==> config.mk <==
export PLATFORM = sky130hd
export DESIGN_NAME = kss_pivot
export DESIGN_NICKNAME = d
export VERILOG_FILES = /design/src/sv/kth_smallest_select_top_assert.svh /design/src/sv/kss_pkg.sv /design/src/sv/kss_pivot.sv
export SDC_FILE = /design/constraint.sdc
export NUM_CORES = 1
export LEC_CHECK = 0
export BUFFER_PORTS_ARGS = -buffer_cell sky130_fd_sc_hd__buf_2
export CELL_PAD_IN_SITES_DETAIL_PLACEMENT = 2
export CELL_PAD_IN_SITES_GLOBAL_PLACEMENT = 2
export CORE_MARGIN = 8
export CORE_UTILIZATION = 32
export CTS_CLUSTER_SIZE = 30
export DETAILED_ROUTE_END_ITERATION = 10
export GPL_TIMING_DRIVEN = 0
export PLACE_DENSITY_LB_ADDON = 0.3
export SYNTH_ARGS = -nofsm -noshare
export SYNTH_HDL_FRONTEND = slang
export SYNTH_SLANG_ARGS = --single-unit
export TNS_END_PERCENT = 30
==> constraint.sdc <==
create_clock -name clk_i -period 6.2 [get_ports clk_i]
set_input_delay 0.62 -clock clk_i [delete_from_list [all_inputs] [get_ports clk_i]]
set_output_delay 0.62 -clock clk_i [all_outputs]
set_load 0.02 [all_outputs]
==> src/sv/kth_smallest_select_top_assert.svh <==
// ---------------------------------------------------------------------------
// Assertion macros for the k-th smallest select block
// Clocked, reset-qualified concurrent assertion helpers.
// ---------------------------------------------------------------------------
`ifndef KTH_SMALLEST_SELECT_TOP_ASSERT_SVH
`define KTH_SMALLEST_SELECT_TOP_ASSERT_SVH

// Plain property, sampled on the block clock and ignored while in reset.
`define KSS_ASSERT_CLK(lbl, prop, msg) \
  lbl: assert property (@(posedge clk_i) disable iff (!rst_ni) (prop)) else $error(msg);

// Same-cycle implication.
`define KSS_ASSERT_IMPLY(lbl, ante, cons, msg) \
  `KSS_ASSERT_CLK(lbl, (ante) |-> (cons), msg)

// Next-cycle implication.
`define KSS_ASSERT_NEXT(lbl, ante, cons, msg) \
  `KSS_ASSERT_CLK(lbl, (ante) |=> (cons), msg)

`endif

==> src/sv/kss_pkg.sv <==
`timescale 1ns / 1ps
`default_nettype none
// ---------------------------------------------------------------------------
// kss_pkg
// Shared constants, types and sequencer states of the k-th smallest select.
// ---------------------------------------------------------------------------
package kss_pkg;

  localparam int unsigned MAX_ELEMENTS = 256;
  localparam int unsigned DATA_WIDTH   = 32;
  localparam int unsigned ADDR_WIDTH   = $clog2(MAX_ELEMENTS);
  localparam int unsigned COUNT_WIDTH  = ADDR_WIDTH + 1;
  localparam int unsigned RANK_WIDTH   = 9;
  localparam int unsigned LFSR_WIDTH   = 16;

  localparam logic [LFSR_WIDTH-1:0] LFSR_SEED = 16'hACE1;
  localparam logic [LFSR_WIDTH-1:0] LFSR_TAPS = 16'hB400;

  typedef logic signed [DATA_WIDTH-1:0] data_t;
  typedef logic [ADDR_WIDTH-1:0]        addr_t;
  typedef logic [COUNT_WIDTH-1:0]       count_t;
  typedef logic [RANK_WIDTH-1:0]        rank_t;

  typedef enum logic [2:0] {
    ST_LOAD,
    ST_PICK,
    ST_PIVOT,
    ST_SCAN,
    ST_DRAIN,
    ST_DECIDE,
    ST_EMIT
  } kss_state_e;

  // One write port of an element bank.
  typedef struct packed {
    logic  en;
    addr_t addr;
    data_t data;
  } wr_port_t;

  // Request to the pivot picker: current window and a step strobe.
  typedef struct packed {
    logic  step;
    addr_t lo;
    addr_t hi;
  } pick_req_t;

  // Sequencer status seen by the top level.
  typedef struct packed {
    logic   busy;
    logic   scanning;
    count_t placed;
    count_t span;
  } status_t;

endpackage
`default_nettype wire

==> src/sv/kss_pivot.sv <==
`timescale 1ns / 1ps
`default_nettype none
// ---------------------------------------------------------------------------
// kss_pivot
// Pivot picker: a Galois LFSR folded into an offset inside the window.
// ---------------------------------------------------------------------------
module kss_pivot (
  input  logic               clk_i,
  input  logic               rst_ni,
  input  kss_pkg::pick_req_t req_i,
  output kss_pkg::addr_t     pick_o
);

  logic [kss_pkg::LFSR_WIDTH-1:0] lfsr_q, lfsr_d;
  kss_pkg::addr_t span_m1;
  kss_pkg::addr_t mask;
  kss_pkg::addr_t raw;
  kss_pkg::addr_t offset;

  always_comb begin
    lfsr_d = lfsr_q;
    if (req_i.step) begin
      lfsr_d = {1'b0, lfsr_q[kss_pkg::LFSR_WIDTH-1:1]} ^
               (lfsr_q[0] ? kss_pkg::LFSR_TAPS : '0);
    end
  end

  // The mask is the smallest all-ones value covering the window span, so the
  // masked draw is below twice the span and one subtract brings it inside.
  always_comb begin
    span_m1 = req_i.hi - req_i.lo;
    mask    = span_m1;
    for (int i = 1; i < int'(kss_pkg::ADDR_WIDTH); i = i * 2) begin
      mask = mask | (mask >> i);
    end
    raw = lfsr_q[kss_pkg::ADDR_WIDTH-1:0] & mask;
    if (raw > span_m1) begin
      offset = raw - span_m1 - kss_pkg::addr_t'(1);
    end else begin
      offset = raw;
    end
  end

  assign pick_o = req_i.lo + offset;

  always_ff @(posedge clk_i or negedge rst_ni) begin
    if (!rst_ni) begin
      lfsr_q <= kss_pkg::LFSR_SEED;
    end else begin
      lfsr_q <= lfsr_d;
    end
  end

endmodule
`default_nettype wire

Word-level counts from Yosys, hierarchy flattened
Cells that the tools add are included.

word-level totals
  register bits after elaboration = 16
  bits in latches = 0
  RAM bits = 0
  memory bits (read-only) = 0
  bits of input ports = 19
  output and inout bits = 8
  word-level logic and storage cells = 13
  memories kept = 0

operators by class
  add/subtract/negate cells = 4
  $mul = 0
  divide/modulo/power cells = 0
  order comparisons = 1
  equal/unequal tests = 0
  shift-type cells = 0
  muxes and demuxes = 2
  bitwise operators = 5
  reduce and logical (&&, ||, !) cells = 0

operators by type and width
  kind                 number
  $mux 16              1
  $sub 8x8->8          2
  $xor 15x16->16       1
  $add 8x8->8          1
  $and 8x8->8          1
  $gt 8x8->1           1
  $mux 8               1
  $or 8x4->8           1
  $or 8x6->8           1
  $or 8x7->8           1
  $sub 8x1->8 const B  1

Logic depth before layout (Yosys ltp)
Gate-level depths: netlist of the first run.

  word-level depth = 9
  gate-level depth with buffers = 26
  gate-level depth less buffers = 26

Worst setup path before layout of the first run
No wires, ideal clock.

  path type = input port to output port
  start point = in req_i[0] (netlist name)
  end point = out pick_o[7]
  arrival time = 5.691 ns
  required time = 5.580 ns
  path slack = -0.111 ns
  cell stages on the path = 25
  buffers on the path = 1
  cell sequence = inv_1 ha_1 inv_1 fa_1 a211oi_2 nor4b_1 or3_4 clkinv_4 o21ai_4 nor4_4 a21boi_1 ha_1 and4_1 a41o_1 a31oi_1 o211ai_2 buf_2 o22ai_1 ha_1 a21o_1 a211oi_1 nor2_1 o41ai_1 xnor2_1 xnor2_1

on the way
  word-level cells in the longest chain between the ends = 9
  elaborated cells on any way between the ends = 10

RTL lines
  element          line             RTL
  start, declared  kss_pivot.sv:10  input kss_pkg::pick_req_t req_i,
  $sub 8x8->8 (*)  kss_pivot.sv:31  span_m1 = req_i.hi - req_i.lo;
  $or 8x7->8       kss_pivot.sv:34  mask = mask | (mask >> i);
  $or 8x6->8       kss_pivot.sv:34
  $or 8x4->8       kss_pivot.sv:34
  $and 8x8->8      kss_pivot.sv:36  raw = lfsr_q[kss_pkg::ADDR_WIDTH-1:0] & mask;
  $sub 8x8->8      kss_pivot.sv:38  offset = raw - span_m1 - kss_pkg::addr_t'(1);
  $sub 8x1->8      kss_pivot.sv:38
  $mux 8 (*)       kss_pivot.sv:37  if (raw > span_m1) begin
  $add 8x8->8 (*)  kss_pivot.sv:44  assign pick_o = req_i.lo + offset;
  end, declared    kss_pivot.sv:11  output kss_pkg::addr_t pick_o

Mark *: on every way between the ends. The rest lies on a longest branch, timed or not.

Final worst setup path of the first run
Same ends and word-level chain as after synthesis.

==> results.md, run 1 <==
* Max Slew Vio Count at 0
* Biggest register: lfsr_q
* Routed WL at ~5500 um
* Root Driver: clkbuf_8
* Worst-Skew Late Latency at 0.25 ns
* Largest stage delay on the critical path at ~0.4 ns
* Mapped Cells at around 210
* Placed wire-length estimate at 4082 um
* Worst EP required at between 5 and 6 ns
* Pre-Repair DR Iteration Count at 4
* # setup viols final at 1
* Antenna-violating nets left at 0
* Crit path kind: input port to output pin
* Post-synth EDFFs at 0
* Max cap viols at 0
* CP delay by family, top: compound AO/OA/AOI/OAI gates
* Mean post-synth cell area at 9.222 um2
* Largest regs: lfsr_q x16
* Num CTS Buffers at 3
* Met3 wire len at 180 um
* Failing checks: setup timing
* Largest cells by area after synthesis: ha_1 15%, dfstp_2 11%, dfrtp_1 11%, mux2_2 7.1%, xnor2_1 5.6%
* Fraction of layout instances using a drive strength above 1 at 41.34%
* Top-area cell type share of the netlist area at 14.56%
* Layout Utilization at 42.94%
* Most frequent cell after synthesis: ha_1
* Crit path capture: pick_o[7]
* Top sig layer: met4
* Flop2flop setup slack at ~5 ns
* Final period utilization at 100.3%
* CP arrival at 5.60 ns
* Synth async-reset ratio at 100.0%
* CTS tree: done
* Worst hold path class: input port to asynchronous set/reset pin
* Total Routing Usage GR at 12.53%
* RSZ-0062 raised after global routing: yes
* Min cycle time layout at 6.220 ns
* WL met2 at about 3000 um
* FILL cells at 661
* Post-Syn Nets at approximately 250
* CTS Buffer Depth at 2
* DRC Markers at 0
* Number of flip-flops in the largest register at 16
* Initial core utilization at 32.51%
* Commonest register cell after synthesis: dfstp_2
* Status: finished, violations left
* Rows at 28
* ANT cells at 0
* Placeable core area at 5816 um2
* Hold Fails Final Rpt at 0
* Global-route wire length before repair at 8776 um
* FF-to-FF Start: lfsr_q[0]
* WP buf/inv at 6
* Largest net degree at the start of global routing at 17
* Die Y at ~93 um
* Post-synthesis sequential area ratio at ~22%
* WL per Instance at 16.64 um
* R2R cell count at 3
* Max stage delay cell, worst path: or3_4
* Gpl congestion at 0.8015
* GR Overflow Total at 0
* Clk slew on worst S/H paths at 0.06 ns
* Fmax at 160.8 MHz
* CTS sink cnt at 16
* Worst-path fanout max at 6
* Die area at around 8600 um2
* Avg Vias per Cell at 5.204
* Post-synth top area cell: ha_1
* Unique masters post-synth at 50
* Synth Register Bits at 16
* M1 wire length at 2292 um
* I/O pin count at 27
* WP depth at 28
* Crit. Startpoint: req_i[0]
* CTS H-tree lvls at 1
* Worst slew margin at 63.64%
* Post-synth top cells: 22 x ha_1, 18 x nor2_1, 17 x inv_1, 12 x mux2_2, 12 x xnor2_1
* Die width at 92.87 um
* IO Port Bufs at 25
* Max Clock Skew at roughly 0.0033 ns
* Vias in the first global route at 1825
* Layout area overhead at 32.10%
* Antenna violations before repair at 0
* Ys Warns at 0
* Final Worst Setup Slack at -0.02044 ns
* Starting DRT DRC Count at 32
* Reg-to-reg endpoint: lfsr_q[0]
* TNS Setup at -0.02044 ns
* Via count at 1712
* Crit end category: output pin
* CTS Hold Bufs at 0
* Mapped Area at 1891 um2
* Setup crit start kind: input port
* Final #Nets at between 200 and 300
* Slew @ Worst Pin at 0.5454 ns
[cell usage in the layout, fill, tap and decap left out, types with 3 or more instances in the layout]
master,instances
nand2b_1,4
o211ai_1,3
buf_4,23
o21ai_1,4
a21boi_1,3
o21ai_0,5
xnor2_1,10
nand2_1,5
dfstp_2,8
clkbuf_1,4
a21o_1,6
inv_1,15
clkbuf_8,3
o21a_1,8
nor2_1,16
o21ai_2,3
nor2b_1,6
buf_2,21
a21oi_1,8
xor2_1,4
mux2_2,12
dfrtp_1,8
ha_1,20
[layout make-up]
cell class | count | area (um2) | share of cell area, %
multi-input cells | 167 | 1562 | 62.53
well taps | 75 | 93.84 | 3.758
plain buffers | 4 | 22.52 | 0.9018
flip-flops and latches | 16 | 410.4 | 16.43
inverters | 18 | 75.07 | 3.006
repair buffers | 45 | 289.0 | 11.57
clock buffers | 4 | 45.04 | 1.804
[layer usage]
metal / GRT usage (%) / up-vias
li1: - / 831
met1: 14.69 / 851
met2: 23.20 / 25
met3: 1.618 / 5
met4: 3.221 / 0
met5: 0 / -
[how the worst min path moves through the flow]
stage / cells after the start / slack (ns) / to / startpoint
floorplan: 0 / 0.32 / lfsr_q[12] / rst_ni
global placement: 2 / 0.48 / lfsr_q[10] / lfsr_q[10]
detailed placement: 1 / 0.49 / lfsr_q[8] / lfsr_q[9]
CTS: 1 / 0.27 / lfsr_q[14] / rst_ni
global route: 1 / 0.30 / lfsr_q[3] / rst_ni
finish: 1 / 0.26 / lfsr_q[14] / rst_ni
[per-stage QoR]
| stage | instance area [um2] | worst slack [ns] | cells | hold WS, ns |
|---|---|---|---|---|
| after floorplan | 1904 | 0.006104 | 205 | 0.3244 |
| after global placement | 2123 | -0.9818 | 305 | 0.4800 |
| after detailed placement | 2123 | -1.083 | 305 | 0.4942 |
| after CTS | 2400 | -0.1152 | 321 | 0.2675 |
| after global routing | 2497 | -0.2547 | 329 | 0.2958 |
| final | 2497 | -0.02044 | 329 | 0.2597 |
[timing repair]
item / CTS / global route
resized for setup: 30 / 10
buffers inserted: 12 / 8
pin swaps: 23 / 18
endpoints found under the setup margin: 5 / 4
[cell families after synthesis]
family / Yosys count / synth area share [%]
AOI/OAI and AO/OA: 62 / 23.43
and+or+nand+nor: 48 / 14.89
adders and majority gates: 25 / 17.74
buffers and inverters: 22 / 4.699
xor gates and xnor gates: 18 / 9.332
DFF: 16 / 21.71
muxes: 14 / 8.207
Power of run 1 is left out: the tool's default activity adds up to more than one toggle a clock period on the data nets, which glitch-free logic cannot reach.
==> inputs of run 2 (changes only) <==
--- a/config.mk
+++ b/config.mk
@@ -9,7 +9,8 @@
 export CELL_PAD_IN_SITES_DETAIL_PLACEMENT = 2
 export CELL_PAD_IN_SITES_GLOBAL_PLACEMENT = 2
 export CORE_MARGIN = 8
-export CORE_UTILIZATION = 32
+export CORE_UTILIZATION = 33
+export CTS_BUF_LIST = sky130_fd_sc_hd__clkbuf_8
 export CTS_CLUSTER_SIZE = 30
 export DETAILED_ROUTE_END_ITERATION = 10
 export GPL_TIMING_DRIVEN = 0
==> run 2 against run 1 <==
  * Largest cell class unchanged
  * Global-route usage is 1.5 points higher
  * Final cell count is 2.7% higher
  * Die area is 2.5% lower
  * Setup slack worse by 0.14 ns
  * Core utilization is 3.8 points higher
  * Critical path depth stayed put
  * First-iteration DRC count is 16% higher
  * Critical path type unchanged
  * Via count is 4.3% higher
  * Critical endpoint unchanged
  * Design area is 3.0% higher
  * Count of clock-buffer cells in the layout is 1 lower
  * The flow still finishes with violations (setup timing)
==> results.md, run 2 (synthesized netlist as in run 1, its figures left out) <==
* Via count at about 1800
* Worst slew margin at 63.42%
* Leak at ~0.0012 uW
* Fraction of layout instances using a drive strength above 1 at approximately 41%
* Global-route wire length before repair at 9804 um
* Avg Vias per Cell at 5.281
* Placed wire-length estimate at 4458 um
* Slew @ Worst Pin at 0.5487 ns
* CTS sink cnt at 16
* Starting DRT DRC Count at 37
* Max Clock Skew at ~0.0033 ns
* Clock power share at 4.3%
* FILL cells at 610
* Worst-path fanout max at 7
* Hold Fails Final Rpt at 0
* Biggest register: lfsr_q
* I/O pin count at 27
* Root Driver: clkbuf_8
* Status: finished, violations left
* Pwr Total at between 1500 and 2000 uW
* Layout area overhead at 36.07%
* Die area at 8407 um2
* Pre-Repair DR Iteration Count at 4
* # setup viols final at 2
* Max cap viols at 0
* Sequential fraction of design power at between 10% and 20%
* Worst EP required at 5.58 ns
* Worst-Skew Late Latency at 0.24 ns
* CTS Hold Bufs at 0
* Num CTS Buffers at 3
* ANT cells at 0
* Cell Pwr Density at 683.6 nW/um2
* WL per Instance at 18.25 um
* Max Slew Vio Count at 0
* Largest stage delay on the critical path at approximately 0.4 ns
* Routed WL at 6167 um
* Clk slew on worst S/H paths at 0.06 ns
* Total Routing Usage GR at 13.99%
* Multi-input logic area at around 1500 um2
* Fmax at 157.3 MHz
* Vias in the first global route at 1971
* Comb pwr share at 83.2%
* Worst hold path class: input port to asynchronous set/reset pin
* Largest regs: lfsr_q x16
* NetSw at 856.7 uW
* Sequential cell area at 410.4 um2
* Most frequent cell on the critical path: buf_6
* CP arrival at 5.74 ns
* Number of flip-flops in the largest register at 16
* Final #Nets at 311
* Commonest non-fill, non-tap cell in the layout: buf_4
* Placeable core area at 5507 um2
* CTS Buffer Depth at 2
* CTS H-tree lvls at 1
* Largest net degree at the start of global routing at 17
* Rows at 27
* Antenna-violating nets left at 0
* CTS tree: done
* Final period utilization at 102.5%
* Failing checks: setup timing
* Die width at between 90 and 100 um
* IO Port Bufs at 25
* Crit path kind: input port to output pin
* R2R cell count at 3
* Crit end category: output pin
* Hold Slack at between 0.2 and 0.3 ns
* Net Sw Frac at 48.72%
* Final Worst Setup Slack at -0.1566 ns
* Die Y at between 90 and 100 um
* GR Overflow Total at 0
* Setup crit start kind: input port
* Worst IR drop on VDD at about 490 uV
* Min cycle time layout at roughly 6.4 ns
* RSZ-0062 raised after global routing: yes
* Antenna violations before repair at 0
* Cell Int Power at 901.8 uW
* Max stage delay cell, worst path: or3_4
* Initial core utilization at 34.33%
* Most frequent cells in the layout: 31 x buf_4, 20 x ha_1, 20 x buf_2
* Gpl congestion at 0.7500
* DRC Markers at 0
## run 2: area by class of cell
class                   instances  share of cell area, %
inverters                      18                  2.918
multi-input cells             167                  59.44
well taps                      72                  3.502
flip-flops and latches         16                  15.95
plain buffers                   4                 0.8755
clock inverters                 1                 0.1459
clock buffers                   3                  1.605
repair buffers                 57                  15.56
## run 2: routing by layer
layer	up-vias	track usage [%]	wire length, um
li1	858	-	-
met1	903	16.56	2702
met2	18	26.89	3282
met3	6	1.059	121
met4	0	2.416	60
met5	-	0	0
## run 2: power groups by stage
stage,combinational (uW),sequential [uW],clock [uW]
floorplan,862,200,0
detailed placement,1160,218,0
CTS,1370,217,78.3
global placement,1130,215,0
global route,1580,228,82.0
finish,1460,219,76.0
## run 2: final timing paths
check	endpoint	startpoint	slack, ns
setup / recovery	pick_o[7]	req_i[8]	-0.16
hold / removal	lfsr_q[12]	rst_ni	0.28
setup reg to reg	lfsr_q[0]	lfsr_q[0]	4.90
hold reg to reg	lfsr_q[10]	lfsr_q[10]	0.49
max in group asynchronous	lfsr_q[10]	rst_ni	5.62
min in group clk_i	lfsr_q[10]	lfsr_q[10]	0.49
## run 2: timing repair
| item | CTS | global route |
|---|---|---|
| pin swaps | 21 | 19 |
| resized for setup | 30 | 9 |
| buffers inserted | 23 | 9 |
| setup endpoints to repair | 7 | 4 |
## run 2: per-stage QoR
| stage | area [um2] | util, % | setup TNS [ns] | worst slack (ns) | instances |
|---|---|---|---|---|---|
| final | 2572 | 46.72 | -0.2312 | -0.1566 | 338 |
| after global routing | 2572 | 46.72 | -0.9020 | -0.4169 | 338 |
| after CTS | 2461 | 44.69 | -0.1557 | -0.1385 | 329 |
| after detailed placement | 2120 | 38.49 | -3.078 | -1.039 | 302 |
| after global placement | 2120 | 38.49 | -2.052 | -0.8523 | 302 |
| after floorplan | 1904 | - | 0 | 0.006104 | 205 |
## run 2: worst max-delay path, delay by kind of cell
family                     cells  cell delay [ns]
and+or+nand+nor                5             1.16
adders and majority gates      4             0.99
buffers and inverters          7             0.79
xor gates and xnor gates       2             0.37
AOI/OAI and AO/OA             10             1.79
(Power assumes the default switching activity.)
