[config.mk]
export PLATFORM = sky130hd
export DESIGN_NAME = kss_seq_flat
export DESIGN_NICKNAME = d
export VERILOG_FILES = /design/src/sv/kth_smallest_select_top_assert.svh /design/src/sv/kss_pkg.sv /design/src/sv/kss_if.sv /design/src/sv/kss_seq.sv /design/src/flat_wrapper.sv
export SDC_FILE = /design/constraint.sdc
export NUM_CORES = 1
export LEC_CHECK = 0
export CAP_MARGIN = 20
export CORE_MARGIN = 2
export CORE_UTILIZATION = 60
export DETAILED_ROUTE_END_ITERATION = 6
export DONT_BUFFER_PORTS = 1
export PLACE_DENSITY = 0.76
export RECOVER_POWER = 50
export SLEW_MARGIN = 20
export SYNTH_ARGS = -nofsm -noshare
export SYNTH_HDL_FRONTEND = slang
export SYNTH_SLANG_ARGS = --single-unit
[constraint.sdc]
create_clock -name clk_i -period 7.1 [get_ports clk_i]
set_clock_uncertainty 0.15 [all_clocks]
set_input_delay 1.065 -clock clk_i [delete_from_list [all_inputs] [get_ports clk_i]]
set_output_delay 1.065 -clock clk_i [all_outputs]
set_load 0.02 [all_outputs]
[src/sv/kth_smallest_select_top_assert.svh]
// ---------------------------------------------------------------------------
// Assertion macros for the k-th smallest select block
// Clocked, reset-qualified concurrent assertion helpers.
// ---------------------------------------------------------------------------
`ifndef KTH_SMALLEST_SELECT_TOP_ASSERT_SVH
`define KTH_SMALLEST_SELECT_TOP_ASSERT_SVH

// Plain property, sampled on the block clock and ignored while in reset.
`define KSS_ASSERT_CLK(lbl, prop, msg) \
  lbl: assert property (@(posedge clk_i) disable iff (!rst_ni) (prop)) else $error(msg);

// Same-cycle implication.
`define KSS_ASSERT_IMPLY(lbl, ante, cons, msg) \
  `KSS_ASSERT_CLK(lbl, (ante) |-> (cons), msg)

// Next-cycle implication.
`define KSS_ASSERT_NEXT(lbl, ante, cons, msg) \
  `KSS_ASSERT_CLK(lbl, (ante) |=> (cons), msg)

`endif

[src/sv/kss_pkg.sv]
`timescale 1ns / 1ps
`default_nettype none
// ---------------------------------------------------------------------------
// kss_pkg
// Shared constants, types and sequencer states of the k-th smallest select.
// ---------------------------------------------------------------------------
package kss_pkg;

  localparam int unsigned MAX_ELEMENTS = 256;
  localparam int unsigned DATA_WIDTH   = 32;
  localparam int unsigned ADDR_WIDTH   = $clog2(MAX_ELEMENTS);
  localparam int unsigned COUNT_WIDTH  = ADDR_WIDTH + 1;
  localparam int unsigned RANK_WIDTH   = 9;
  localparam int unsigned LFSR_WIDTH   = 16;

  localparam logic [LFSR_WIDTH-1:0] LFSR_SEED = 16'hACE1;
  localparam logic [LFSR_WIDTH-1:0] LFSR_TAPS = 16'hB400;

  typedef logic signed [DATA_WIDTH-1:0] data_t;
  typedef logic [ADDR_WIDTH-1:0]        addr_t;
  typedef logic [COUNT_WIDTH-1:0]       count_t;
  typedef logic [RANK_WIDTH-1:0]        rank_t;

  typedef enum logic [2:0] {
    ST_LOAD,
    ST_PICK,
    ST_PIVOT,
    ST_SCAN,
    ST_DRAIN,
    ST_DECIDE,
    ST_EMIT
  } kss_state_e;

  // One write port of an element bank.
  typedef struct packed {
    logic  en;
    addr_t addr;
    data_t data;
  } wr_port_t;

  // Request to the pivot picker: current window and a step strobe.
  typedef struct packed {
    logic  step;
    addr_t lo;
    addr_t hi;
  } pick_req_t;

  // Sequencer status seen by the top level.
  typedef struct packed {
    logic   busy;
    logic   scanning;
    count_t placed;
    count_t span;
  } status_t;

endpackage
`default_nettype wire

[src/sv/kss_if.sv]
`timescale 1ns / 1ps
`default_nettype none
// ---------------------------------------------------------------------------
// kss_in_if / kss_out_if
// Valid/ready channels for element words and result words.
// ---------------------------------------------------------------------------
interface kss_in_if;
  logic                valid;
  logic                ready;
  kss_pkg::data_t      value;
  logic                last;
  kss_pkg::rank_t      rank;

  modport source (output valid, output value, output last, output rank, input ready);
  modport sink   (input valid, input value, input last, input rank, output ready);
endinterface

interface kss_out_if;
  logic                valid;
  logic                ready;
  kss_pkg::data_t      selected;
  logic                error;

  modport source (output valid, output selected, output error, input ready);
  modport sink   (input valid, input selected, input error, output ready);
endinterface
`default_nettype wire

[src/sv/kss_seq.sv]
`timescale 1ns / 1ps
`default_nettype none
// ---------------------------------------------------------------------------
// kss_seq
// Load and selection sequencer: fills bank A, then partitions the window
// from one bank into the other each round and narrows toward the rank.
// ---------------------------------------------------------------------------
module kss_seq (
  input  logic               clk_i,
  input  logic               rst_ni,
  kss_in_if.sink             in_i,
  kss_out_if.source          out_o,
  output kss_pkg::wr_port_t  wr_a_o,
  output kss_pkg::wr_port_t  wr_b_o,
  output kss_pkg::addr_t     raddr_o,
  input  kss_pkg::data_t     rdata_a_i,
  input  kss_pkg::data_t     rdata_b_i,
  output kss_pkg::pick_req_t pick_req_o,
  input  kss_pkg::addr_t     pick_i,
  output kss_pkg::status_t   status_o
);

  kss_pkg::kss_state_e state_q, state_d;
  kss_pkg::count_t     count_q, count_d;
  kss_pkg::addr_t      lo_q, lo_d;
  kss_pkg::addr_t      hi_q, hi_d;
  kss_pkg::addr_t      target_q, target_d;
  logic                src_q, src_d;
  kss_pkg::addr_t      rd_idx_q, rd_idx_d;
  logic                rd_vld_q, rd_vld_d;
  kss_pkg::data_t      pivot_q, pivot_d;
  kss_pkg::count_t     n_lt_q, n_lt_d;
  kss_pkg::count_t     n_gt_q, n_gt_d;
  kss_pkg::data_t      res_sel_q, res_sel_d;
  logic                res_err_q, res_err_d;
  logic                out_valid_q, out_valid_d;
  kss_pkg::data_t      out_sel_q, out_sel_d;
  logic                out_err_q, out_err_d;

  logic            accept;
  logic            room;
  kss_pkg::count_t cnt_new;
  logic            rank_bad;
  kss_pkg::data_t  rd_data;
  logic            less;
  logic            greater;
  logic            scan_wen;
  kss_pkg::addr_t  scan_addr;
  kss_pkg::count_t lt_end;
  kss_pkg::count_t gt_start;
  kss_pkg::count_t tgt_ext;

  assign in_i.ready = (state_q == kss_pkg::ST_LOAD);
  assign accept     = in_i.valid && in_i.ready;
  assign room       = (count_q < kss_pkg::count_t'(kss_pkg::MAX_ELEMENTS));
  assign cnt_new    = count_q + (room ? kss_pkg::count_t'(1) : '0);
  assign rank_bad   = (in_i.rank == '0) || (in_i.rank > kss_pkg::rank_t'(cnt_new));

  // Words of the window: less goes to the low end, greater to the high end,
  // copies of the pivot are not written since their value is known.
  assign rd_data   = src_q ? rdata_b_i : rdata_a_i;
  assign less      = rd_data < pivot_q;
  assign greater   = rd_data > pivot_q;
  assign scan_wen  = rd_vld_q && (less || greater);
  assign scan_addr = less ? (lo_q + n_lt_q[kss_pkg::ADDR_WIDTH-1:0])
                          : (hi_q - n_gt_q[kss_pkg::ADDR_WIDTH-1:0]);

  assign lt_end   = {1'b0, lo_q} + n_lt_q;
  assign gt_start = {1'b0, hi_q} + kss_pkg::count_t'(1) - n_gt_q;
  assign tgt_ext  = {1'b0, target_q};

  always_comb begin
    wr_a_o = '0;
    wr_b_o = '0;
    if (state_q == kss_pkg::ST_LOAD) begin
      wr_a_o.en   = accept && room;
      wr_a_o.addr = count_q[kss_pkg::ADDR_WIDTH-1:0];
      wr_a_o.data = in_i.value;
    end else begin
      wr_a_o.en   = scan_wen && src_q;
      wr_a_o.addr = scan_addr;
      wr_a_o.data = rd_data;
      wr_b_o.en   = scan_wen && !src_q;
      wr_b_o.addr = scan_addr;
      wr_b_o.data = rd_data;
    end
  end

  always_comb begin
    state_d     = state_q;
    count_d     = count_q;
    lo_d        = lo_q;
    hi_d        = hi_q;
    target_d    = target_q;
    src_d       = src_q;
    rd_idx_d    = rd_idx_q;
    rd_vld_d    = 1'b0;
    pivot_d     = pivot_q;
    n_lt_d      = n_lt_q;
    n_gt_d      = n_gt_q;
    res_sel_d   = res_sel_q;
    res_err_d   = res_err_q;
    out_valid_d = out_valid_q;
    out_sel_d   = out_sel_q;
    out_err_d   = out_err_q;
    raddr_o     = rd_idx_q;
    pick_req_o  = '{step: 1'b0, lo: lo_q, hi: hi_q};

    if (out_valid_q && out_o.ready) begin
      out_valid_d = 1'b0;
    end

    if (rd_vld_q) begin
      if (less) begin
        n_lt_d = n_lt_q + kss_pkg::count_t'(1);
      end else if (greater) begin
        n_gt_d = n_gt_q + kss_pkg::count_t'(1);
      end
    end

    case (state_q)
      kss_pkg::ST_LOAD: begin
        if (accept) begin
          if (in_i.last) begin
            count_d = '0;
            if (rank_bad) begin
              res_sel_d = '0;
              res_err_d = 1'b1;
              state_d   = kss_pkg::ST_EMIT;
            end else begin
              target_d = kss_pkg::addr_t'(in_i.rank - kss_pkg::rank_t'(1));
              lo_d     = '0;
              hi_d     = kss_pkg::addr_t'(cnt_new - kss_pkg::count_t'(1));
              src_d    = 1'b0;
              state_d  = kss_pkg::ST_PICK;
            end
          end else begin
            count_d = cnt_new;
          end
        end
      end
      kss_pkg::ST_PICK: begin
        raddr_o         = pick_i;
        pick_req_o.step = 1'b1;
        n_lt_d          = '0;
        n_gt_d          = '0;
        rd_idx_d        = lo_q;
        state_d         = kss_pkg::ST_PIVOT;
      end
      kss_pkg::ST_PIVOT: begin
        pivot_d = rd_data;
        state_d = kss_pkg::ST_SCAN;
      end
      kss_pkg::ST_SCAN: begin
        raddr_o  = rd_idx_q;
        rd_vld_d = 1'b1;
        rd_idx_d = rd_idx_q + kss_pkg::addr_t'(1);
        if (rd_idx_q == hi_q) begin
          state_d = kss_pkg::ST_DRAIN;
        end
      end
      kss_pkg::ST_DRAIN: begin
        state_d = kss_pkg::ST_DECIDE;
      end
      kss_pkg::ST_DECIDE: begin
        if (tgt_ext < lt_end) begin
          hi_d    = kss_pkg::addr_t'(lt_end - kss_pkg::count_t'(1));
          src_d   = !src_q;
          state_d = kss_pkg::ST_PICK;
        end else if (tgt_ext >= gt_start) begin
          lo_d    = gt_start[kss_pkg::ADDR_WIDTH-1:0];
          src_d   = !src_q;
          state_d = kss_pkg::ST_PICK;
        end else begin
          res_sel_d = pivot_q;
          res_err_d = 1'b0;
          state_d   = kss_pkg::ST_EMIT;
        end
      end
      kss_pkg::ST_EMIT: begin
        if (!out_valid_q || out_o.ready) begin
          out_valid_d = 1'b1;
          out_sel_d   = res_sel_q;
          out_err_d   = res_err_q;
          state_d     = kss_pkg::ST_LOAD;
        end
      end
      default: begin
        state_d = kss_pkg::ST_LOAD;
      end
    endcase
  end

  always_ff @(posedge clk_i or negedge rst_ni) begin
    if (!rst_ni) begin
      state_q     <= kss_pkg::ST_LOAD;
      count_q     <= '0;
      lo_q        <= '0;
      hi_q        <= '0;
      target_q    <= '0;
      src_q       <= 1'b0;
      rd_idx_q    <= '0;
      rd_vld_q    <= 1'b0;
      pivot_q     <= '0;
      n_lt_q      <= '0;
      n_gt_q      <= '0;
      res_sel_q   <= '0;
      res_err_q   <= 1'b0;
      out_valid_q <= 1'b0;
      out_sel_q   <= '0;
      out_err_q   <= 1'b0;
    end else begin
      state_q     <= state_d;
      count_q     <= count_d;
      lo_q        <= lo_d;
      hi_q        <= hi_d;
      target_q    <= target_d;
      src_q       <= src_d;
      rd_idx_q    <= rd_idx_d;
      rd_vld_q    <= rd_vld_d;
      pivot_q     <= pivot_d;
      n_lt_q      <= n_lt_d;
      n_gt_q      <= n_gt_d;
      res_sel_q   <= res_sel_d;
      res_err_q   <= res_err_d;
      out_valid_q <= out_valid_d;
      out_sel_q   <= out_sel_d;
      out_err_q   <= out_err_d;
    end
  end

  assign out_o.valid    = out_valid_q;
  assign out_o.selected = out_sel_q;
  assign out_o.error    = out_err_q;

  assign status_o.busy     = (state_q != kss_pkg::ST_LOAD);
  assign status_o.scanning = (state_q == kss_pkg::ST_SCAN) ||
                             (state_q == kss_pkg::ST_DRAIN) ||
                             (state_q == kss_pkg::ST_DECIDE);
  assign status_o.placed   = n_lt_q + n_gt_q;
  assign status_o.span     = {1'b0, hi_q} - {1'b0, lo_q} + kss_pkg::count_t'(1);

endmodule
`default_nettype wire

[src/flat_wrapper.sv]
// flat-port wrapper written by rule: the top's interface ports become plain ports
module kss_seq_flat 
  (clk_i, rst_ni, wr_a_o, wr_b_o, raddr_o, rdata_a_i, rdata_b_i, pick_req_o, pick_i, status_o, in_i_valid, in_i_value, in_i_last, in_i_rank, in_i_ready, out_o_valid, out_o_selected, out_o_error, out_o_ready);
  kss_in_if in_i_i ();
  kss_out_if out_o_i ();
  input  logic clk_i;
  input  logic rst_ni;
  output kss_pkg::wr_port_t wr_a_o;
  output kss_pkg::wr_port_t wr_b_o;
  output kss_pkg::addr_t raddr_o;
  input  kss_pkg::data_t rdata_a_i;
  input  kss_pkg::data_t rdata_b_i;
  output kss_pkg::pick_req_t pick_req_o;
  input  kss_pkg::addr_t pick_i;
  output kss_pkg::status_t status_o;
  input wire logic [$bits(in_i_i.valid)-1:0] in_i_valid;
  input wire logic [$bits(in_i_i.value)-1:0] in_i_value;
  input wire logic [$bits(in_i_i.last)-1:0] in_i_last;
  input wire logic [$bits(in_i_i.rank)-1:0] in_i_rank;
  output wire logic [$bits(in_i_i.ready)-1:0] in_i_ready;
  output wire logic [$bits(out_o_i.valid)-1:0] out_o_valid;
  output wire logic [$bits(out_o_i.selected)-1:0] out_o_selected;
  output wire logic [$bits(out_o_i.error)-1:0] out_o_error;
  input wire logic [$bits(out_o_i.ready)-1:0] out_o_ready;
  assign in_i_i.valid = in_i_valid;
  assign in_i_i.value = in_i_value;
  assign in_i_i.last = in_i_last;
  assign in_i_i.rank = in_i_rank;
  assign in_i_ready = in_i_i.ready;
  assign out_o_valid = out_o_i.valid;
  assign out_o_selected = out_o_i.selected;
  assign out_o_error = out_o_i.error;
  assign out_o_i.ready = out_o_ready;
  kss_seq u_core (.clk_i(clk_i), .rst_ni(rst_ni), .in_i(in_i_i), .out_o(out_o_i), .wr_a_o(wr_a_o), .wr_b_o(wr_b_o), .raddr_o(raddr_o), .rdata_a_i(rdata_a_i), .rdata_b_i(rdata_b_i), .pick_req_o(pick_req_o), .pick_i(pick_i), .status_o(status_o));
endmodule
# Word level (Yosys, flattened, before mapping)
# Cells that the tools add are included.
classes:
  addsub: 15
  magnitude_cmp: 6
  eq_ne: 19
  muxes: 57
  n_bitwise: 1
  reduce_logical: 31
ops:
  columns: ["op", "n"]
  rows:
  - ["$mux W32", 6]
  - ["$mux W8", 11]
  - ["$mux W41", 2]
  - ["$mux W9", 8]
  - ["$pmux W32 S2", 1]
  - ["$pmux W8 S2", 3]
  - ["$gt A32 B32 Y1", 1]
  - ["$lt A32 B32 Y1", 1]
  - ["$add A9 B1 Y9 const B", 3]
  - ["$sub A8 B1 Y8 const B", 3]
  - ["$mux W3", 7]
  - ["$pmux W3 S7", 1]
  - ["$mux W1", 16]
  - ["$ne A2 B2 Y1 const B", 7]
  - ["$reduce_and A6 Y1", 2]
  - ["$reduce_and A5 Y1", 2]
  - ["$reduce_bool A2 Y1", 5]
  - ["$add A8 B1 Y9 const B", 1]
  - ["$add A8 B9 Y9", 1]
  - ["$add A9 B1 Y9", 1]
  - ["$add A9 B9 Y9", 1]
  - ["$eq A3 B3 Y1 const B", 3]
  - ["$ge A8 B9 Y1", 1]
  - ["$gt A9 B9 Y1", 1]
  - ["other kinds (23)", 41]
totals:
  reg_bits: 163
  in_bits: 118
  output_inout_bits: 162
  word_cells: 145

# Logic depth before layout (Yosys ltp)
# Gate-level depths: netlist (run 1).
logic_depth:
  ltp_word: 9
  mapped_depth: 17
  mapped_depth_nobuf: 16

# Least setup slack after synthesis (run 1)
# Ideal clock, no wire load.
synth_path:
  path_type: "register to output"
  startpoint: "register u_core.src_q"
  endpoint: "output wr_a_o[37] in the netlist's numbering"
  arrival_time_ns: 3.747
  required_time_ns: 5.885
  setup_slack_ns: 2.138
  path_stages_with_launch: 14
  path_buffers: 3
  path_cell_list: "dfrtp_1 -> clkbuf_1 -> buf_1 -> mux2i_1 -> inv_1 -> ha_1 -> nand4_1 -> or3_1 -> a21oi_2 -> o41ai_2 -> a31oi_1 -> buf_2 -> mux2_2 -> a21oi_1"
synth_lines:
  columns: ["element", "line", "rtl"]
  rows:
  - ["start, declared", "kss_seq.sv:28", "logic src_q, src_d;"]
  - ["start signal, assigned", "kss_seq.sv:218", "src_q <= src_d;"]
  - ["end, declared", "flat_wrapper.sv:8", "output kss_pkg::wr_port_t wr_a_o;"]

==> results of run 1 <==
critical path, stage by stage, from the launching register on:
cell	delay, ps
dfrtp_2	1010
mux2i_1	540
inv_1	90
ha_1	320
a21oi_1	150
o21ai_0	100
a221oi_1	620
nor2_1	180
a31oi_2	590
mux2_2	420
a21oi_1	410
layout make-up:
type,instances,share of cell area (%)
multi-input cells,1002,55.41
flip-flops and latches,163,32.54
inverters,128,3.831
clock buffers,17,3.392
well taps,265,2.644
clock inverters,14,1.517
repair buffers,9,0.6685
path summary, 6_finish.rpt:
check                                startpoint                         to  slack, ps  cells after the start
max                                u_core.src_q                 wr_a_o[36]        950                     10
min                                      rst_ni             u_core.hi_q[6]        180                      0
min reg2reg                u_core.res_sel_q[12]  u_core.out_o.selected[12]        360                      1
max in group asynchronous                rst_ni         u_core.target_q[3]       6330                      0
min in group clk_i         u_core.res_sel_q[12]  u_core.out_o.selected[12]        360                      1
max reg2reg                      u_core.lo_q[1]             u_core.lo_q[5]       2220                     13
cell usage in the layout (no fill, tap or decap), types with 7 or more instances in the layout:
cell type | Yosys | final
dfrtp_1 | 163 | 162
nand2_1 | 155 | 155
nor2_1 | 146 | 145
inv_1 | 127 | 127
a21oi_1 | 126 | 126
ha_1 | 110 | 110
mux2i_1 | 87 | 87
o21ai_0 | 53 | 53
mux2_2 | 43 | 43
nand3_1 | 33 | 33
xnor2_1 | 30 | 30
xor2_1 | 23 | 23
a21o_1 | 22 | 22
nor3_1 | 17 | 17
clkbuf_16 | 0 | 17
nand4_1 | 15 | 15
nand2b_1 | 12 | 12
or3_1 | 9 | 8
o22ai_1 | 8 | 8
fa_1 | 8 | 8
and3_1 | 7 | 7
buf_4 | 1 | 7
through the flow:
stage	util [%]	hold slack, ps
final	64.86	180.3
after global routing	64.86	168.4
after CTS	64.70	176.8
after detailed placement	61.52	342.6
after global placement	61.52	336.5
after floorplan	-	312.8
state kept, by name, indices dropped and copies added (netlist names):
signal	cells
u_core.out_o.selected	32
u_core.pivot_q	32
u_core.res_sel_q	32
u_core.count_q	9
u_core.n_gt_q	9
u_core.n_lt_q	9
u_core.hi_q	8
u_core.lo_q	8
u_core.rd_idx_q	8
u_core.target_q	8
u_core.state_q	3
u_core.out_o.error	1
u_core.out_o.valid	1
u_core.rd_vld_q	1
u_core.res_err_q	1
u_core.src_q	1
per-layer routing:
layer,wire [um],up-vias
li1,-,4582
met1,14180,4684
met2,13750,415
met3,2438,64
met4,835,0
met5,0,-
power breakdown:
| group | switching [W] | internal (W) |
|---|---|---|
| logic | 0.00258 | 0.00134 |
| registers | 0.000586 | 0.00128 |
| clock network | 0.000413 | 0.000564 |
logic make-up after synthesis:
| family | share of synthesized area (%) |
|---|---|
| xor gates and xnor gates | 4.089 |
| AOI/OAI and AO/OA | 14.08 |
| DFF | 34.72 |
| adders and majority gates | 13.08 |
| buffers and inverters | 6.390 |
| muxes | 11.65 |
| and+or+nand+nor | 16.00 |
==> results.txt, run 1 <==
Core footprint - 19330 um2
Commonest cells post-synth - dfrtp_1, nand2_1, nor2_1
Row count - 51
Vias in the first global route - 8897
DRT antenna net count - 0
Die height - 143.9 um
Met3 usage in global routing - 6.031%
Crit path max fanout - 37
Post-synth top area share - 34.72%
Worst-Skew Late Latency - 430 ps
Synth Net Count - 1591
Multi-input logic area - 6949 um2
1st-pass router iterations - 7
Non-Filler Instances - 1598
Antenna violations before repair - 0
Total wire length - 31210 um
Wire per inst - 19.53 um
Num ports - 280
Hold Vio Cnt, Final - 0
Final Cell Area - 12540 um2
Clk sink count - 163
TritonCTS Buffers - 17
Clock-pin transition on the worst setup and hold timing paths - 70 ps
WS Path Type - reg2out
Die footprint - 20720 um2
CTS max path bufs - 2
Dominant cells by area after synthesis - dfrtp_1, ha_1, mux2i_1
Worst hold path class - in2async
Layout cells sized above 1 - 7.502%
Die width - 143.9 um
Storage element area - 4080 um2
DP Area - 11890 um2
Slew Limit Headroom - -106.4%
Unique masters post-synth - 67
Max Fclk - 162.7 MHz
PnR Total Power - 0.006763 W
Endpoint type of the worst setup path - output pin
Max cap viols - 1
Fin crit share - 86.58%
GRT Total Usage - 30.07%
Routability cong. - 0.9166
Post-layout min period - 6147 ps
Most common cell in the synthesized netlist - dfrtp_1
Static Leakage - 6.268 nW
Critical path arrival - 4930 ps
RSZ-0062 raised after global routing - no
Drt via density - 6.098
Area Growth Syn to Fin - 6.741%
Met1 Resource Use GR - 43.96%
Placement Setup Slack - 1464 ps
Final HPWL DP - 23000 um
Setup TNS - 0 ps
Mapped Cells - 1355
Register area share after synthesis - 34.72%
First-pass GRT wire length - 47920 um
Flops & latches, synth - 163
Largest net degree at the start of global routing - 164
Clock Root Buffer - clkbuf_16
Async set-reset flop share out of synthesis - 100.0%
Mapped Area - 11750 um2
Grt ovf - 0
Initial Util - 60.76%
Slew @ Worst Pin - 3095 ps
EDFF count, synth - 0
Pwr/cell area - 539.3 nW/um2
Nets - 1557
I/O Buffers - 0
Ys flop type - dfrtp_1
Startpoint class of the critical path - register
Ys Warns - 0
H-tree level count - 4
Failing checks - max-capacitance violations, max-slew violations
Post-CTS resize count - 0
DRC - 0
CP required - 5880 ps
Outcome - finished with violations
Worst Setup Slack, final - 952.8 ps
GRT busiest layer - met2
Fillers - 1567
Count of final max-slew check failures - 65
Ant. Diodes - 0
Final count of negative-setup-slack endpoints - 0
Via count - 9745
Biggest area consumer among synthesized cells - dfrtp_1
Dpl cells - 1566
Post-CTS Setup Bufs - 0
Met2 usage - 44.71%
Max IR drop VDD - 0.2724 mV
Hold Buf Count CTS - 0
CTS tree - done
DR iter-0 viols - 975
Post-Syn Area per Cell - 8.671 um2
Power figures use the tool's default switching activity.
==> run 2, diff against run 1 <==
--- a/config.mk
+++ b/config.mk
@@ -7,10 +7,10 @@
 export LEC_CHECK = 0
 export CAP_MARGIN = 20
 export CORE_MARGIN = 2
-export CORE_UTILIZATION = 60
+export CORE_UTILIZATION = 55
 export DETAILED_ROUTE_END_ITERATION = 6
 export DONT_BUFFER_PORTS = 1
-export PLACE_DENSITY = 0.76
+export PLACE_DENSITY = 0.7
 export RECOVER_POWER = 50
 export SLEW_MARGIN = 20
 export SYNTH_ARGS = -nofsm -noshare
==> run 2 against run 1 <==
  * The flow still finishes with violations (max-capacitance violations, max-slew violations)
  * Utilization down 5.4 points
  * Sequential share of layout area up 0.11 points
  * Global-route usage down 2.5 points
  * Setup slack worse by 63 ps
  * First-iteration DRC count down 29%
  * Combinational power down 1%
  * Register-to-register slack better by 30 ps
  * Flip-flop and latch count unchanged
  * Wire length up 0.25%
  * Sequential power about the same
  * Hold slack worse by 18 ps
  * Critical path type unchanged
  * Critical endpoint is now wr_a_o[39]
==> results.txt, run 2 (synthesis results as in run 1) <==
WS Path Type - reg2out
Slew @ Worst Pin - 2987 ps (-108.3 ps)
Most frequent cells in the layout - dfrtp_1, nand2_1, nor2_1, inv_1, a21oi_1
Max IR drop VDD - 0.2714 mV (-0.36%)
Max cap viols - 1 (unchanged)
I/O Buffers - 0 (unchanged)
Via count - 9627 (-1.2%)
Drt via density - 5.983 (-1.9%)
Clock Root Buffer - clkbuf_16
Static Leakage - 6.257 nW (-0.19%)
Fillers - 1816 (+16%)
Cells along the critical path - mux2i_1 > inv_1 > ha_1 > nand4_1 > nor4_1 > o41ai_2 > a31oi_2 > mux2_2 > a21oi_1
Total wire length - 31280 um (+0.25%)
Final HPWL DP - 23110 um (+0.49%)
Routability cong. - 0.9266 (+1.1%)
CTS tree - done
Clk sink count - 163 (unchanged)
WHS - 161.8 ps (-18.47 ps)
Worst path depth - 9 (-1)
CP required - 5880 ps (about the same)
DRT antenna net count - 0 (unchanged)
Pwr/cell area - 534.2 nW/um2 (-0.95%)
Count of final max-slew check failures - 65 (unchanged)
Die footprint - 22550 um2 (+8.8%)
Outcome - finished with violations
Max Fclk - 161.0 MHz (-1.0%)
Final Cell Area - 12500 um2 (-0.33%)
Crit-path leading delay family - compound AO/OA/AOI/OAI gates
1st-pass router iterations - 6 (-1)
First-pass GRT wire length - 47930 um (about the same)
Initial Util - 55.89% (-4.9 points)
Critical path arrival - 5000 ps (+70 ps)
DP Area - 11910 um2 (+0.11%)
Startpoint class of the critical path - register
CTS max path bufs - 2 (unchanged)
Nets - 1556 (-0.064%)
Clock-pin transition on the worst setup and hold timing paths - 70 ps (about the same)
Antenna violations before repair - 1 (+1)
Failing checks - max-capacitance violations, max-slew violations
Largest net degree at the start of global routing - 164 (unchanged)
Grt ovf - 0 (unchanged)
Fin crit share - 87.47% (+0.89 points)
Die width - 150.2 um (+4.3%)
TritonCTS Buffers - 17 (unchanged)
Worst-Skew Late Latency - 450 ps (+20 ps)
Worst path max stage delay - 1040 ps (+30 ps)
Die height - 150.2 um (+4.3%)
Endpoint type of the worst setup path - output pin
Reg2reg path depth - 13 (unchanged)
Worst Path Buf+Inv - 1 (unchanged)
Area Growth Syn to Fin - 6.390%
DR iter-0 viols - 689 (-29%)
Core footprint - 21020 um2 (+8.7%)
Post-CTS resize count - 0 (unchanged)
Post-layout min period - 6211 ps (+63.49 ps)
Final count of negative-setup-slack endpoints - 0 (unchanged)
H-tree level count - 4 (unchanged)
Commonest non-fill, non-tap cell in the layout - dfrtp_1
Vias in the first global route - 8819 (-0.88%)
RSZ-0062 raised after global routing - no
Layout cells sized above 1 - 7.502% (unchanged)
GRT Total Usage - 27.59% (-2.5 points)
Hold Buf Count CTS - 0 (unchanged)
DRC - 0 (unchanged)
Worst hold path class - in2async
Post-CTS Setup Bufs - 0 (unchanged)
Slowest stage cell, crit path - dfrtp_2
Num ports - 280 (unchanged)
Slew Limit Headroom - -99.22% (+7.2 points)
Hold Vio Cnt, Final - 0 (unchanged)
Crit path max fanout - 37 (unchanged)
Wire per inst - 19.44 um (-0.44%)
Row count - 53 (+3.9%)
Setup TNS - 0 ps (unchanged)
==> run 2: per-stage QoR <==
| step | worst slack [ps] | utilization (%) | total power (W) | std cells |
|---|---|---|---|---|
| after global placement | 1481 | 56.64 | 0.005623 | 1576 |
| after floorplan | 2138 | - | 0.004862 | 1355 |
| final | 889.4 | 59.46 | 0.006677 | 1609 |
| after CTS | 909.8 | 59.43 | 0.006662 | 1608 |
| after detailed placement | 1388 | 56.64 | 0.005701 | 1576 |
| after global routing | 661.9 | 59.46 | 0.007172 | 1609 |
==> run 2: path summary, 6_finish.rpt <==
kind	slack (ps)	end	from
min in group clk_i	360	u_core.out_o.selected[5]	u_core.res_sel_q[5]
worst max-delay path	890	wr_a_o[39]	u_core.src_q
worst max register to register	2250	u_core.lo_q[2]	u_core.lo_q[1]
max in group asynchronous	6260	u_core.res_sel_q[9]	rst_ni
worst min-delay path	160	u_core.hi_q[4]	rst_ni
worst min register to register	360	u_core.out_o.selected[5]	u_core.res_sel_q[5]
==> run 2: final cells by class <==
type,count,area [um2],area share [%]
Clock inverter,14,147.6,1.181
Inverter,128,480.5,3.844
Multi-Input combinational cell,1002,6949,55.60
Sequential cell,163,4080,32.64
Timing Repair Buffer,8,56.30,0.4505
Tap cell,275,344.1,2.753
Clock buffer,18,439.2,3.514
Antenna cell,1,2.502,0.02002
==> run 2: routing by layer <==
layer | vias to the layer above | track usage [%] | share of wire [%]
met1 | 4612 | 38.61 | 45
met3 | 59 | 5.455 | 7.0
li1 | 4598 | - | -
met4 | 0 | 9.953 | 2.7
met5 | - | 0 | 0
met2 | 358 | 42.76 | 46
==> run 2: worst register-to-register path: cells and delay by family, from the launching register on <==
family                   cells  cell delay, ps
AO/OA/AOI/OAI                4            1250
flip-flops                   1             660
AND/OR/NAND/NOR              4            1070
XOR/XNOR                     1             410
adder cells (fa/ha/maj)      2             520
multiplexers                 2             720
==> run 2: where the power goes <==
group,internal (W),total [W],switching [W]
sequential,0.00128,0.00186,0.000583
combinational,0.00133,0.00388,0.00255
clock,0.000483,0.000935,0.000452
==> run 3, diff against run 2 <==
--- a/config.mk
+++ b/config.mk
@@ -6,11 +6,13 @@
 export NUM_CORES = 1
 export LEC_CHECK = 0
 export CAP_MARGIN = 20
+export CELL_PAD_IN_SITES_DETAIL_PLACEMENT = 1
+export CELL_PAD_IN_SITES_GLOBAL_PLACEMENT = 1
 export CORE_MARGIN = 2
-export CORE_UTILIZATION = 55
+export CORE_UTILIZATION = 52
 export DETAILED_ROUTE_END_ITERATION = 6
 export DONT_BUFFER_PORTS = 1
-export PLACE_DENSITY = 0.7
+export PLACE_DENSITY_LB_ADDON = 0.1
 export RECOVER_POWER = 50
 export SLEW_MARGIN = 20
 export SYNTH_ARGS = -nofsm -noshare
==> run 3 against run 2 <==
  * The run still ends with max-capacitance violations, max-slew violations left
  * Hold slack improved by 13 ps
  * Flip-flop and latch count unchanged
  * Wire length increased by 17%
  * Critical endpoint is now wr_a_o[35]
  * Largest cell class unchanged
==> results.txt, run 3 (synthesis results as in run 1) <==
CP required - 5880 ps (about the same)
DR iter-0 viols - 485 (-30%)
Clk sink count - 163 (unchanged)
Routability cong. - 0.9074 (-2.1%)
Reg2reg end - u_core.res_sel_q[2]
Clock-pin transition on the worst setup and hold timing paths - 70 ps (about the same)
Initial Util - 53.34% (-2.5 points)
Multi-input logic area - 6933 um2 (-0.23%)
Num ports - 280 (unchanged)
Fin crit share - 89.29% (+1.8 points)
RSZ-0062 raised after global routing - no
Wire per inst - 22.51 um (+16%)
GRT Total Usage - 30.71% (+3.1 points)
Crit path max fanout - 37 (unchanged)
Largest net degree at the start of global routing - 164 (unchanged)
PnR Total Power - 0.006876 W (+3.0%)
Slowest stage cell, crit path - dfrtp_2
Count of final max-slew check failures - 65 (unchanged)
R2R Setup Slk - 1660 ps (-590 ps)
Die height - 154.3 um (+2.8%)
Slew Limit Headroom - -124.1% (-25 points)
Fillers - 2613 (+44%)
Via count - 9887 (+2.7%)
Cells along the critical path - mux2i_1 > inv_1 > ha_1 > nand4_1 > nor4_1 > o41ai_2 > a31oi_2 > mux2_2 > a21oi_1
Clock Root Buffer - clkbuf_16
CTS max path bufs - 2 (unchanged)
Final HPWL DP - 27200 um (+18%)
Storage element area - 4080 um2 (unchanged)
WS Path Type - reg2out
Max IR drop VDD - 0.3103 mV (+14%)
Pwr/cell area - 548.7 nW/um2 (+2.7%)
Failing checks - max-capacitance violations, max-slew violations
Worst path max stage delay - 1060 ps (+20 ps)
Row count - 54 (+1.9%)
H-tree level count - 4 (unchanged)
Core footprint - 22030 um2 (+4.8%)
DRT antenna net count - 0 (unchanged)
Max Fclk - 157.7 MHz (-2.0%)
Hold Buf Count CTS - 0 (unchanged)
Die width - 154.3 um (+2.8%)
Max cap viols - 1 (unchanged)
Post-CTS resize count - 0 (unchanged)
Drt via density - 6.103 (+2.0%)
Layout cells sized above 1 - 7.836% (+0.33 points)
Die footprint - 23810 um2 (+5.6%)
Nets - 1563 (+0.45%)
Slew @ Worst Pin - 3359 ps (+372.7 ps)
Setup TNS - 0 ps (unchanged)
TritonCTS Buffers - 17 (unchanged)
Total wire length - 36470 um (+17%)
Static Leakage - 6.268 nW (+0.18%)
Reg2reg path depth - 16 (+3)
First-pass GRT wire length - 57340 um (+20%)
Outcome - finished with violations
Critical path arrival - 5120 ps (+120 ps)
CTS tree - done
Ant. Diodes - 0 (-1)
Antenna violations before repair - 1 (unchanged)
Worst Setup Slack, final - 760.1 ps (-129.2 ps)
I/O Buffers - 0 (unchanged)
DRC - 0 (unchanged)
Hold Vio Cnt, Final - 0 (unchanged)
Endpoint type of the worst setup path - output pin
Final count of negative-setup-slack endpoints - 0 (unchanged)
Grt ovf - 0 (unchanged)
Commonest non-fill, non-tap cell in the layout - dfrtp_1
Worst reg2reg path startpoint - u_core.hi_q[1]
Startpoint class of the critical path - register
Vias in the first global route - 10180 (+15%)
Post-layout min period - 6340 ps (+129.2 ps)
WHS - 174.6 ps (+12.83 ps)
Area Growth Syn to Fin - 6.667%
1st-pass router iterations - 4 (-2)
Most frequent cells in the layout - dfrtp_1, nand2_1, nor2_1, inv_1, a21oi_1
Worst hold path class - in2async
Worst-Skew Late Latency - 440 ps (about the same)
Post-CTS Setup Bufs - 0 (unchanged)
Placement Setup Slack - 1324 ps (-64.14 ps)
## run 3: cell count changes in the layout (fill, tap and decap cells not counted), sizes merged
| cell | delta |
|---|---|
| diode | -1 |
| clkinv | +6 |
| inv | -5 |
| buf | +6 |
## run 3: final cells by class
type                            instances  area share, %
Multi-Input combinational cell       1002          55.32
Sequential cell                       163          32.56
Inverter                              128          3.834
Clock buffer                           17          3.395
Tap cell                              280          2.796
Clock inverter                         15          1.258
Timing Repair Buffer                   15         0.8387
## run 3: metal layers
metal	vias up	GRT usage [%]	routed length [um]
li1	4589	-	-
met5	-	0	0
met3	55	5.968	1962
met2	301	48.41	16810
met1	4942	43.29	16870
met4	0	8.774	827
## run 3: worst max-delay path by stage
stage / to / start / slack, ps
floorplan: wr_a_o[37] / u_core.src_q / 2140
global placement: wr_a_o[36] / u_core.src_q / 1420
detailed placement: wr_a_o[35] / u_core.src_q / 1320
CTS: wr_a_o[35] / u_core.src_q / 780
global route: wr_a_o[35] / u_core.src_q / 530
finish: wr_a_o[35] / u_core.src_q / 760
## run 3: power by group
| group | switching [W] | total (W) | leakage [nW] | internal [W] |
|---|---|---|---|---|
| registers | 0.000599 | 0.00188 | 2.09 | 0.00128 |
| logic | 0.00272 | 0.00407 | 3.89 | 0.00135 |
| clock network | 0.000458 | 0.000930 | 0.288 | 0.000471 |
| total | 0.00378 | 0.00688 | 6.27 | 0.00310 |
## run 3: critical path: cells and delay by family (launching register included)
kind / cells / cell delay [ps]
fa+ha+maj: 1 / 370
mux: 2 / 930
buf+inv: 1 / 120
simple gates: 2 / 880
flops: 1 / 1060
compound gates: 3 / 1300
## run 3: stage by stage
stage,instances,util (%),area (um2)
floorplan,1355,-,11750
CTS,1619,56.94,12540
detailed placement,1587,54.29,11960
finish,1620,56.90,12530
global placement,1587,54.29,11960
global route,1620,56.90,12530
